<file path="src/design/mpq_pkg.sv">
package mpq_pkg;

  typedef enum logic [1:0] {
    CMD_ENQUEUE = 2'd0,
    CMD_DEQUEUE = 2'd1,
    CMD_CLEAR   = 2'd2
  } cmd_e;

  typedef enum logic [2:0] {
    STAT_ENQUEUED  = 3'd0,
    STAT_FULL      = 3'd1,
    STAT_DUPLICATE = 3'd2,
    STAT_DEQUEUED  = 3'd3,
    STAT_EMPTY     = 3'd4,
    STAT_CLEARED   = 3'd5
  } status_e;

  typedef enum logic [2:0] {
    SEQ_IDLE,
    SEQ_ENQ_SCAN,
    SEQ_DEQ_SCAN,
    SEQ_DEQ_SHIFT,
    SEQ_DONE
  } seq_state_t;

  typedef struct packed {
    logic [1:0] cmd;
    logic [7:0] entry_id;
    logic [7:0] entry_priority;
  } req_t;

  typedef struct packed {
    logic [2:0] status;
    logic [7:0] out_id;
    logic [7:0] out_priority;
    logic       now_empty;
  } rsp_t;

  typedef struct packed {
    logic [7:0] id;
    logic [7:0] prio;
  } slot_t;

  // sequencer handshake toward the top level
  typedef struct packed {
    logic idle;
    logic done;
  } seq_status_t;

endpackage

</file>
<file path="src/design/mpq_ram.sv">
module mpq_ram #(
  parameter int WIDTH = 16,
  parameter int DEPTH = 16
) (
  input  logic                     clk,
  input  logic                     wr_en,
  input  logic [$clog2(DEPTH)-1:0] wr_addr,
  input  logic [WIDTH-1:0]         wr_data,
  input  logic [$clog2(DEPTH)-1:0] rd_addr,
  output logic [WIDTH-1:0]         rd_data
);

  logic [WIDTH-1:0] mem [DEPTH];

  always_ff @(posedge clk) begin
    if (wr_en) begin
      mem[wr_addr] <= wr_data;
    end
    rd_data <= mem[rd_addr];
  end

endmodule

</file>
<file path="src/design/mpq_seq.sv">
module mpq_seq #(
  parameter int QUEUE_DEPTH = 16
) (
  input  logic                 clk,
  input  logic                 rst,
  input  logic                 start,
  input  mpq_pkg::req_t        req,
  input  logic                 take,
  output mpq_pkg::seq_status_t stat,
  output mpq_pkg::rsp_t        result
);

  localparam int IDX_W = $clog2(QUEUE_DEPTH);
  localparam int OCC_W = $clog2(QUEUE_DEPTH + 1);

  mpq_pkg::seq_state_t state, state_next;

  logic [OCC_W-1:0] occ;
  logic [OCC_W-1:0] cnt;
  logic             pend;
  logic [IDX_W-1:0] pidx;
  logic [IDX_W-1:0] best;
  logic [7:0]       best_prio;
  logic [7:0]       best_id;
  logic [7:0]       cur_id;
  logic [7:0]       cur_prio;
  mpq_pkg::rsp_t    res;

  logic             issue;
  logic             scan_end;
  logic             match;
  logic             better;
  logic             wr_en;
  logic [IDX_W-1:0] wr_addr;
  mpq_pkg::slot_t   wr_data;
  mpq_pkg::slot_t   rd_data;
  logic             occ_full;

  mpq_ram #(
    .WIDTH($bits(mpq_pkg::slot_t)),
    .DEPTH(QUEUE_DEPTH)
  ) u_slots (
    .clk    (clk),
    .wr_en  (wr_en),
    .wr_addr(wr_addr),
    .wr_data(wr_data),
    .rd_addr(cnt[IDX_W-1:0]),
    .rd_data(rd_data)
  );

  assign occ_full = (occ == OCC_W'(QUEUE_DEPTH));

  // compare logic and shared RAM port control
  always_comb begin
    issue    = 1'b0;
    match    = 1'b0;
    better   = 1'b0;
    wr_en    = 1'b0;
    wr_addr  = occ[IDX_W-1:0];
    wr_data  = '{id: cur_id, prio: cur_prio};
    case (state)
      mpq_pkg::SEQ_ENQ_SCAN: begin
        issue = (cnt < occ);
        match = pend && (rd_data.id == cur_id);
      end
      mpq_pkg::SEQ_DEQ_SCAN: begin
        issue  = (cnt < occ);
        better = pend && ((pidx == '0) || (rd_data.prio < best_prio));
      end
      mpq_pkg::SEQ_DEQ_SHIFT: begin
        issue = (cnt < occ);
      end
      default: begin
      end
    endcase
    scan_end = !issue && !pend;
    case (state)
      mpq_pkg::SEQ_ENQ_SCAN: begin
        wr_en = scan_end;
      end
      mpq_pkg::SEQ_DEQ_SHIFT: begin
        // close the gap: entry read from pidx moves down one slot
        wr_en   = pend;
        wr_addr = pidx - IDX_W'(1);
        wr_data = rd_data;
      end
      default: begin
      end
    endcase
  end

  always_comb begin
    state_next = state;
    case (state)
      mpq_pkg::SEQ_IDLE: begin
        if (start) begin
          case (req.cmd)
            mpq_pkg::CMD_ENQUEUE: begin
              state_next = occ_full ? mpq_pkg::SEQ_DONE : mpq_pkg::SEQ_ENQ_SCAN;
            end
            mpq_pkg::CMD_DEQUEUE: begin
              state_next = (occ == '0) ? mpq_pkg::SEQ_DONE : mpq_pkg::SEQ_DEQ_SCAN;
            end
            mpq_pkg::CMD_CLEAR: begin
              state_next = mpq_pkg::SEQ_DONE;
            end
            default: begin
              state_next = mpq_pkg::SEQ_IDLE;
            end
          endcase
        end
      end
      mpq_pkg::SEQ_ENQ_SCAN: begin
        if (match || scan_end) begin
          state_next = mpq_pkg::SEQ_DONE;
        end
      end
      mpq_pkg::SEQ_DEQ_SCAN: begin
        if (scan_end) begin
          state_next = mpq_pkg::SEQ_DEQ_SHIFT;
        end
      end
      mpq_pkg::SEQ_DEQ_SHIFT: begin
        if (scan_end) begin
          state_next = mpq_pkg::SEQ_DONE;
        end
      end
      mpq_pkg::SEQ_DONE: begin
        if (take) begin
          state_next = mpq_pkg::SEQ_IDLE;
        end
      end
      default: begin
        state_next = mpq_pkg::SEQ_IDLE;
      end
    endcase
  end

  always_ff @(posedge clk) begin
    if (rst) begin
      state <= mpq_pkg::SEQ_IDLE;
      occ   <= '0;
      pend  <= 1'b0;
    end else begin
      state <= state_next;
      pend  <= issue;
      case (state)
        mpq_pkg::SEQ_IDLE: begin
          if (start && (req.cmd == mpq_pkg::CMD_CLEAR)) begin
            occ <= '0;
          end
        end
        mpq_pkg::SEQ_ENQ_SCAN: begin
          if (!match && scan_end) begin
            occ <= occ + OCC_W'(1);
          end
        end
        mpq_pkg::SEQ_DEQ_SHIFT: begin
          if (scan_end) begin
            occ <= occ - OCC_W'(1);
          end
        end
        default: begin
        end
      endcase
    end
  end

  // datapath registers
  always_ff @(posedge clk) begin
    pidx <= cnt[IDX_W-1:0];
    if (issue) begin
      cnt <= cnt + OCC_W'(1);
    end
    case (state)
      mpq_pkg::SEQ_IDLE: begin
        cnt      <= '0;
        cur_id   <= req.entry_id;
        cur_prio <= req.entry_priority;
        if (req.cmd == mpq_pkg::CMD_ENQUEUE) begin
          res <= '{status: mpq_pkg::STAT_FULL, out_id: 8'd0, out_priority: 8'd0,
                   now_empty: (occ == '0)};
        end else if (req.cmd == mpq_pkg::CMD_DEQUEUE) begin
          res <= '{status: mpq_pkg::STAT_EMPTY, out_id: 8'd0, out_priority: 8'd0,
                   now_empty: 1'b1};
        end else begin
          res <= '{status: mpq_pkg::STAT_CLEARED, out_id: 8'd0, out_priority: 8'd0,
                   now_empty: 1'b1};
        end
      end
      mpq_pkg::SEQ_ENQ_SCAN: begin
        if (match) begin
          res.status    <= mpq_pkg::STAT_DUPLICATE;
          res.now_empty <= (occ == '0);
        end else if (scan_end) begin
          res.status    <= mpq_pkg::STAT_ENQUEUED;
          res.now_empty <= 1'b0;
        end
      end
      mpq_pkg::SEQ_DEQ_SCAN: begin
        if (better) begin
          best      <= pidx;
          best_prio <= rd_data.prio;
          best_id   <= rd_data.id;
        end
        if (scan_end) begin
          cnt <= OCC_W'(best) + OCC_W'(1);
        end
      end
      mpq_pkg::SEQ_DEQ_SHIFT: begin
        if (scan_end) begin
          res.status       <= mpq_pkg::STAT_DEQUEUED;
          res.out_id       <= best_id;
          res.out_priority <= best_prio;
          res.now_empty    <= (occ == OCC_W'(1));
        end
      end
      default: begin
      end
    endcase
  end

  always_comb begin
    stat.idle = (state == mpq_pkg::SEQ_IDLE);
    stat.done = (state == mpq_pkg::SEQ_DONE);
    result    = res;
  end

endmodule

</file>
<file path="src/design/min_priority_queue.sv">
// Bounded min-priority queue of (id, priority) entries, up to QUEUE_DEPTH deep.
// Request channel: req_valid / req_stall carry one req beat (cmd, entry_id,
// entry_priority). Response channel: rsp_valid / rsp_stall carry one rsp
// beat (status, out_id, out_priority, now_empty). A beat moves on a rising
// edge with valid high and stall low. Each enqueue, dequeue or clear gives
// exactly one response beat; cmd 3 is taken and produces nothing.
// One request is in flight at a time; req_stall stays high until its result
// has moved into the response register.
// Clear, enqueue into a full queue and dequeue from an empty queue answer
// without touching the slot RAM. An enqueue scans the queued entries for
// its id and stops at a duplicate; a dequeue scans for the minimum, then
// shifts the tail down one slot to close the gap. The slot RAM has one
// read port and one separate write port.
// Reset empties the queue at once; slot contents are not cleared.
// A stalled response holds; the block takes the next request meanwhile and
// finishes it once the response register frees up.
module min_priority_queue #(
  parameter int QUEUE_DEPTH = 16
) (
  input  logic          clk,
  input  logic          rst,
  input  logic          req_valid,
  output logic          req_stall,
  input  mpq_pkg::req_t req,
  output logic          rsp_valid,
  input  logic          rsp_stall,
  output mpq_pkg::rsp_t rsp
);

  mpq_pkg::seq_status_t seq_stat;
  mpq_pkg::rsp_t        seq_res;
  logic                 start;
  logic                 take;

  assign req_stall = !seq_stat.idle;
  assign start     = req_valid && !req_stall;
  assign take      = seq_stat.done && (!rsp_valid || !rsp_stall);

  mpq_seq #(
    .QUEUE_DEPTH(QUEUE_DEPTH)
  ) u_seq (
    .clk   (clk),
    .rst   (rst),
    .start (start),
    .req   (req),
    .take  (take),
    .stat  (seq_stat),
    .result(seq_res)
  );

  always_ff @(posedge clk) begin
    if (rst) begin
      rsp_valid <= 1'b0;
    end else if (take) begin
      rsp_valid <= 1'b1;
    end else if (!rsp_stall) begin
      rsp_valid <= 1'b0;
    end
  end

  always_ff @(posedge clk) begin
    if (take) begin
      rsp <= seq_res;
    end
  end

`ifndef NO_ASSERTIONS
  a_zero_payload: assert property (@(posedge clk) disable iff (rst)
    rsp_valid && (rsp.status != mpq_pkg::STAT_DEQUEUED)
      |-> (rsp.out_id == 8'd0) && (rsp.out_priority == 8'd0))
    else $error("payload nonzero on non-dequeue beat");

  a_clear_empty: assert property (@(posedge clk) disable iff (rst)
    rsp_valid && ((rsp.status == mpq_pkg::STAT_CLEARED) ||
                  (rsp.status == mpq_pkg::STAT_EMPTY))
      |-> rsp.now_empty)
    else $error("clear or empty dequeue without now_empty");

  a_busy_after_cmd: assert property (@(posedge clk) disable iff (rst)
    start && ((req.cmd == mpq_pkg::CMD_ENQUEUE) || (req.cmd == mpq_pkg::CMD_DEQUEUE) ||
              (req.cmd == mpq_pkg::CMD_CLEAR))
      |=> req_stall)
    else $error("sequencer did not go busy on a command");

  a_enq_not_empty: assert property (@(posedge clk) disable iff (rst)
    rsp_valid && (rsp.status == mpq_pkg::STAT_ENQUEUED) |-> !rsp.now_empty)
    else $error("enqueue reported empty queue");
`endif

endmodule
</file>
<file path="config.mk">
export PLATFORM = sky130hd
export DESIGN_NAME = min_priority_queue
export DESIGN_NICKNAME = d
export VERILOG_FILES = /design/src/design/mpq_pkg.sv /design/src/design/mpq_ram.sv /design/src/design/mpq_seq.sv /design/src/design/min_priority_queue.sv
export SDC_FILE = /design/constraint.sdc
export NUM_CORES = 1
export LEC_CHECK = 0
export BUFFER_PORTS_ARGS = -buffer_cell sky130_fd_sc_hd__buf_4
export CAP_MARGIN = 0
export CELL_PAD_IN_SITES_DETAIL_PLACEMENT = 0
export CELL_PAD_IN_SITES_GLOBAL_PLACEMENT = 2
export CORE_UTILIZATION = 45
export DETAILED_ROUTE_END_ITERATION = 12
export HOLD_SLACK_MARGIN = 0.12
export MAX_ROUTING_LAYER = met4
export PLACE_DENSITY = 0.81
export SYNTH_ARGS = -nofsm -noshare
export SYNTH_HDL_FRONTEND = slang
export SYNTH_SLANG_ARGS = --single-unit
export TNS_END_PERCENT = 30
</file>
<file path="constraint.sdc">
create_clock -name clk -period 8.25 [get_ports clk]
set_clock_uncertainty 0.15 [all_clocks]
set_input_delay 0 -clock clk [delete_from_list [all_inputs] [get_ports clk]]
set_output_delay 0 -clock clk [all_outputs]
set_load 0.05 [all_outputs]
</file>
# --- Word level (Yosys, flattened, before mapping) ---
# Memory sizes are Yosys's and may differ from the RTL's. A register that Yosys moved wholly into a read port is not among the register bits.
# Cells that the tools add are included.
word_totals:
  latchBits: 0
  ff_bits: 95
  romBits: 0
  ramBits: 256
  n_memories: 1
mem_list:
  columns: ["memory", "depth", "width", "read_ports", "rd_clocked_by_memory_dff", "write_ports", "line_no", "source"]
  rows:
  - ["u_seq.u_slots.mem", 16, 16, 1, 1, 1, "mpq_ram.sv:13", "logic [WIDTH-1:0] mem [DEPTH];"]
op_classes:
  eq_ne: 18
  muxes: 36
  shifts: 0
  mul: 0
  order_cmp: 2
  reduce_logical: 28
  add_sub_neg: 5
  div: 0
  bitwise: 0
ops:
  columns: ["op", "n"]
  rows:
  - ["$mux W20", 2]
  - ["$pmux W16 S2", 1]
  - ["$mux W3", 9]
  - ["$mux W5", 5]
  - ["$mux W18", 1]
  - ["$pmux W3 S3", 2]
  - ["$mux W16", 1]
  - ["$ne A2 B1 Y1 const B", 8]
  - ["$pmux W3 S5", 1]
  - ["$pmux W5 S3", 1]
  - ["$add A5 B1 Y5 const B", 2]
  - ["$pmux W5 S2", 1]
  - ["$mux W1", 9]
  - ["$eq A8 B8 Y1", 1]
  - ["$lt A8 B8 Y1", 1]
  - ["$logic_and A1 B1 Y1", 7]
  - ["$eq A3 B2 Y1 const B", 2]
  - ["$logic_not A1 Y1", 6]
  - ["$add A4 B1 Y5 const B", 1]
  - ["$eq A5 B1 Y1 const B", 1]
  - ["$eq A5 B5 Y1 const B", 1]
  - ["$logic_not A5 Y1", 1]
  - ["$lt A5 B5 Y1", 1]
  - ["$reduce_and A5 Y1", 1]
  - ["20 further kinds", 23]

# --- Logic depth before layout (Yosys ltp) ---
logic_depth:
  depth_word: 8
  depth_mapped: 8
  mapped_depth_nobuf: 7

# --- Hierarchy ---
# A second synthesis with hierarchy kept.
hier_totals:
  cells_unflattened: 810
  area_unflattened_um2: 14431.3
modules_own_cells:
  columns: ["module", "area_each_um2", "cells_each", "seq_area_each_um2", "n_inst"]
  rows:
  - ["mpq_ram", 10042.1, 432, 8007.7, 1]
  - ["mpq_seq", 3742.3, 352, 2042.0, 1]
  - ["min_priority_queue", 646.9, 26, 620.6, 1]

# --- Worst setup path before layout ---
# OpenSTA, ideal clock, no wires.
synth_timing:
  path_type: "register to register"
  startpoint: "register u_seq.occ[4]"
  endpoint: "memory u_seq.u_slots.mem[11][0] (enable)"
  arrival_time_ns: 3.359
  setup_time_ns: 0.436
  path_stages_with_launch: 9
  setup_slack_ns: 4.305
  period_less_slack_ns: 3.945
  path_cell_list: "dfxtp_1 -> inv_1 -> ha_1 -> nand2_1 -> a31oi_4 -> a21oi_2 -> o21a_1 -> buf_2 -> nor4b_1"
synth_via:
  elab_chain_cells: 7
synth_rtl:
  columns: ["item", "line_no", "source"]
  rows:
  - ["start, declared", "mpq_seq.sv:18", "logic [OCC_W-1:0] occ;"]
  - ["start signal, assigned", "mpq_seq.sv:155", "occ <= occ + OCC_W'(1);"]
  - ["start signal, assigned", "mpq_seq.sv:160", "occ <= occ - OCC_W'(1);"]
  - ["$lt A5 B5 Y1", "mpq_seq.sv:63, mpq_seq.sv:67, mpq_seq.sv:71", null]
  - ["$mux W1", null, null]
  - ["$logic_not A1 Y1", "mpq_seq.sv:76", "scan_end = !issue && !pend;"]
  - ["$logic_and A1 B1 Y1", "mpq_seq.sv:76", null]
  - ["$pmux W1 S2", "mpq_seq.sv:77", "case (state)"]
  - ["$mux W1", "mpq_ram.sv:16", "if (wr_en) begin"]
  - ["$mux W1 (implied by the code)", "mpq_ram.sv:17", "mem[wr_addr] <= wr_data;"]
  - ["end, declared", "mpq_ram.sv:13", null]
# Every way passes these cells.

# --- Worst setup path in the final report ---
layout_timing:
  startpoint: "register u_seq.cnt[2]"
  endpoint: "memory u_seq.u_slots.mem[12][9] (enable)"
layout_via:
  elab_chain_cells: 7
layout_rtl:
  columns: ["item", "line_no", "source"]
  rows:
  - ["start, declared", "mpq_seq.sv:19", "logic [OCC_W-1:0] cnt;"]
  - ["start signal, assigned", "mpq_seq.sv:173", "cnt <= cnt + OCC_W'(1);"]
  - ["start signal, assigned", "mpq_seq.sv:207", "cnt <= OCC_W'(best) + OCC_W'(1);"]
  - ["$lt A5 B5 Y1", "mpq_seq.sv:63, mpq_seq.sv:67, mpq_seq.sv:71", null]
  - ["$mux W1", null, null]
  - ["$logic_not A1 Y1", "mpq_seq.sv:76", null]
  - ["$logic_and A1 B1 Y1", "mpq_seq.sv:76", null]
  - ["$pmux W1 S2", "mpq_seq.sv:77", null]
  - ["$mux W1", "mpq_ram.sv:16", null]
  - ["$mux W1 (implied by the code)", "mpq_ram.sv:17", null]
# Every way passes these cells.

==> metrics.csv <==
stage,metric,value,unit
sta,hold_ws,164.5,ps
floorplanning,I/O pins,44,
clock_tree,TritonCTS clock tree,built,
flow_run,max-cap violation count,0,
grt,initial antenna violation count,0,
grt,vias in the first global route,7382,
layout,"most common cell after layout, fill and taps aside",edfxtp_1,
floorplanning,row count,65,
hold_path,Min-Delay Path Class,input pin to flip-flop,
yosys,synthesized area,14400,sq um
critical_path,Worst EP required,8360,ps
floorplanning,die span in y,180.9,um
drt,DRT iter0 DRCs,886,
yosys,YS warnings,0,
clock_tree,Num CTS Buffers,38,
pwr,leakage power,0.005502,uW
pwr,pwr dens,231.2,nW/um^2
layout,Syn-to-layout area delta,17.14,%
critical_path,critical path class,flip-flop to flip-flop,
drt,DR DRC count,0,
clock_tree,Max clock buf depth,3,
placement,Post-DP HPWL,21750,um
clock_tree,insertion delay to the later sink of the worst-skew pair,540,ps
floorplanning,core region area,31560,sq um
critical_path,Setup crit end kind,flip-flop,
yosys,Synth Area per Inst,19.64,sq um
sta,Relative slew margins,0.3161,
yosys,Synth cell types,56,
sta,Setup-failing EPs final,0,
clock_tree,H-tree lvl count,2,
status,status,"complete, no violations",
clock_tree,Clock Sink Count,367,
drt,Post-DRT Antenna Nets,0,
layout,ant diodes,0,
yosys,Post-synth EDFFs,332,
sta,unrepaired setup endpoints after global routing,no,
floorplanning,total die area,32720,sq um
grt,gr ovfl total,0,
drt,Wirelength per Cell,25.75,um
yosys,register bit count reported by yosys,367,
floorplanning,Die Width,180.9,um
drt,Via density,5.777,
drt,drt pass-1 iters,5,
sta,Worst Max-Slew Pin Slew,1026,ps
layout,most frequent cells in the layout,"332 x edfxtp_1, 80 x mux4_2, 68 x buf_4",
critical_path,CP Max Fanout,21,
clock_tree,clock transition at the registers of the reported paths,60,ps
critical_path,Worst Path Arrival,3810,ps
yosys,syn nets,774,
sta,Max Fclk,0.2706,GHz
sta,minimum clock period,3695,ps
drt,via count,7389,
floorplanning,Initial Utilization,0.4563,
yosys,Most used DFF post-synth,edfxtp_1,
critical_path,crit path launch type,flip-flop,
placement,placer congestion estimate,0.8755,
layout,share of layout cells above drive strength 1,0.2714,
sta,final hold violation count,0,
pwr,VDD IR-drop max,0.1690,mV
grt,first-pass GRT wire length,48670,um
drt,Total Routed Length,32940,um
sta,Pins Over Slew Limit,0,
grt,GRT Total Usage,0.2135,
clock_tree,clock root buffer,clkbuf_16,
sta,part of the cycle the worst path needs,0.4479,
grt,largest net degree at the start of global routing,70,
yosys,Mapped Cells,733,
yosys,ys async rst share,0,
layout,Layout Utilization,0.5345,
layout,"non-filler cells, final",1279,
placement,Buffers on Ports,43,
clock_tree,setup bufs post-CTS,0,
placement,Placed Cells,1169,
layout,fin nets,889,
yosys,sequential area share after synthesis,0.7410,
sta,setup TNS,0,ps
worst paths after layout:
kind | start | slack (ps) | endpoint | cells past startpoint
hold / removal | rst | 160 | u_seq.pend | 3
hold reg to reg | u_seq.result[12] | 270 | rsp[12] | 0
setup reg to reg | u_seq.cnt[2] | 4550 | u_seq.u_slots.mem[12][9] | 7
setup / recovery | u_seq.cnt[2] | 4550 | u_seq.u_slots.mem[12][9] | 7
critical path: stages, from the launching register on:
cell,delay [ps]
dfxtp_1,900
ha_1,380
a21oi_1,220
o21ai_4,130
a21oi_2,430
o21a_1,830
nor2_1,130
buf_4,260
power by group:
group          total [uW]  internal (uW)  switching (uW)
sequential           2120           2100            21.7
clock                1560            881             679
combinational         217           63.7             153
registers in the layout, indices dropped and copies added (netlist names):
register and cells:
u_seq.u_slots.mem 256, rsp 20, u_seq.result 20, u_seq.u_slots.rd_data 16, u_seq.best_id 8, u_seq.best_prio 8, u_seq.cur_id 8, u_seq.cur_prio 8
u_seq.cnt 5, u_seq.occ 5, u_seq.best 4, u_seq.pidx 4, u_seq.state 3, rsp_valid 1, u_seq.pend 1
stage by stage:
step | total power, uW | cell area (sq um) | worst slack, ps
3_3_place_gp | 2355 | 15320 | 4645
6_report | 3899 | 16870 | 4555
3_5_place_dp | 2366 | 15320 | 4637
2_1_floorplan | 2264 | 14400 | 4305
5_1_grt | 4024 | 16870 | 4411
4_1_cts | 3931 | 16870 | 4610
layer usage:
metal / track usage / wire (um) / vias to the layer above
met5: - / 0 / -
met4: 0.07897 / 1130 / 0
met3: 0.04576 / 3001 / 62
met2: 0.3166 / 15210 / 384
met1: 0.2914 / 13590 / 3727
li1: - / - / 3216
Yosys cell counts, types with 5 or more instances:
cell,count,area (sq um)
edfxtp_1,332,9970
mux4_2,80,1802
dfxtp_1,35,700.7
nor2_1,33,123.9
ha_1,19,237.7
inv_1,18,67.56
mux2_2,18,202.7
nand3_1,18,90.09
buf_2,14,70.07
and3_1,12,75.07
clkbuf_1,12,45.04
nand2_1,12,45.04
o21ai_0,10,50.05
a31oi_1,9,56.30
nor2b_1,9,56.30
xor2_1,9,78.83
nor4b_1,8,70.07
xnor2_1,8,70.07
a21oi_1,7,35.03
mux2i_1,6,60.06
o22ai_1,5,31.28
or4_1,5,37.54
cell families after synthesis:
group | synth area share
xor+xnor | 0.01034
flops | 0.7410
compound gates | 0.02772
buf+inv | 0.01686
simple gates | 0.04414
mux | 0.1434
fa+ha+maj | 0.01651
timing repair:
| action | CTS | global route |
|---|---|---|
| hold endpoints to repair | 49 | 0 |
| hold buffers | 41 | 0 |
| gates resized for setup | 0 | 0 |
layout make-up:
type | instances | area (sq um)
Sequential cell | 367 | 10680
Multi-Input combinational cell | 313 | 3558
Timing Repair Buffer | 109 | 920.9
Fill cell | 2387 | 14690
Clock inverter | 18 | 106.4
Clock buffer | 51 | 1031
Inverter | 19 | 71.32
Tap cell | 402 | 503.0
(Power assumes the default switching activity.)
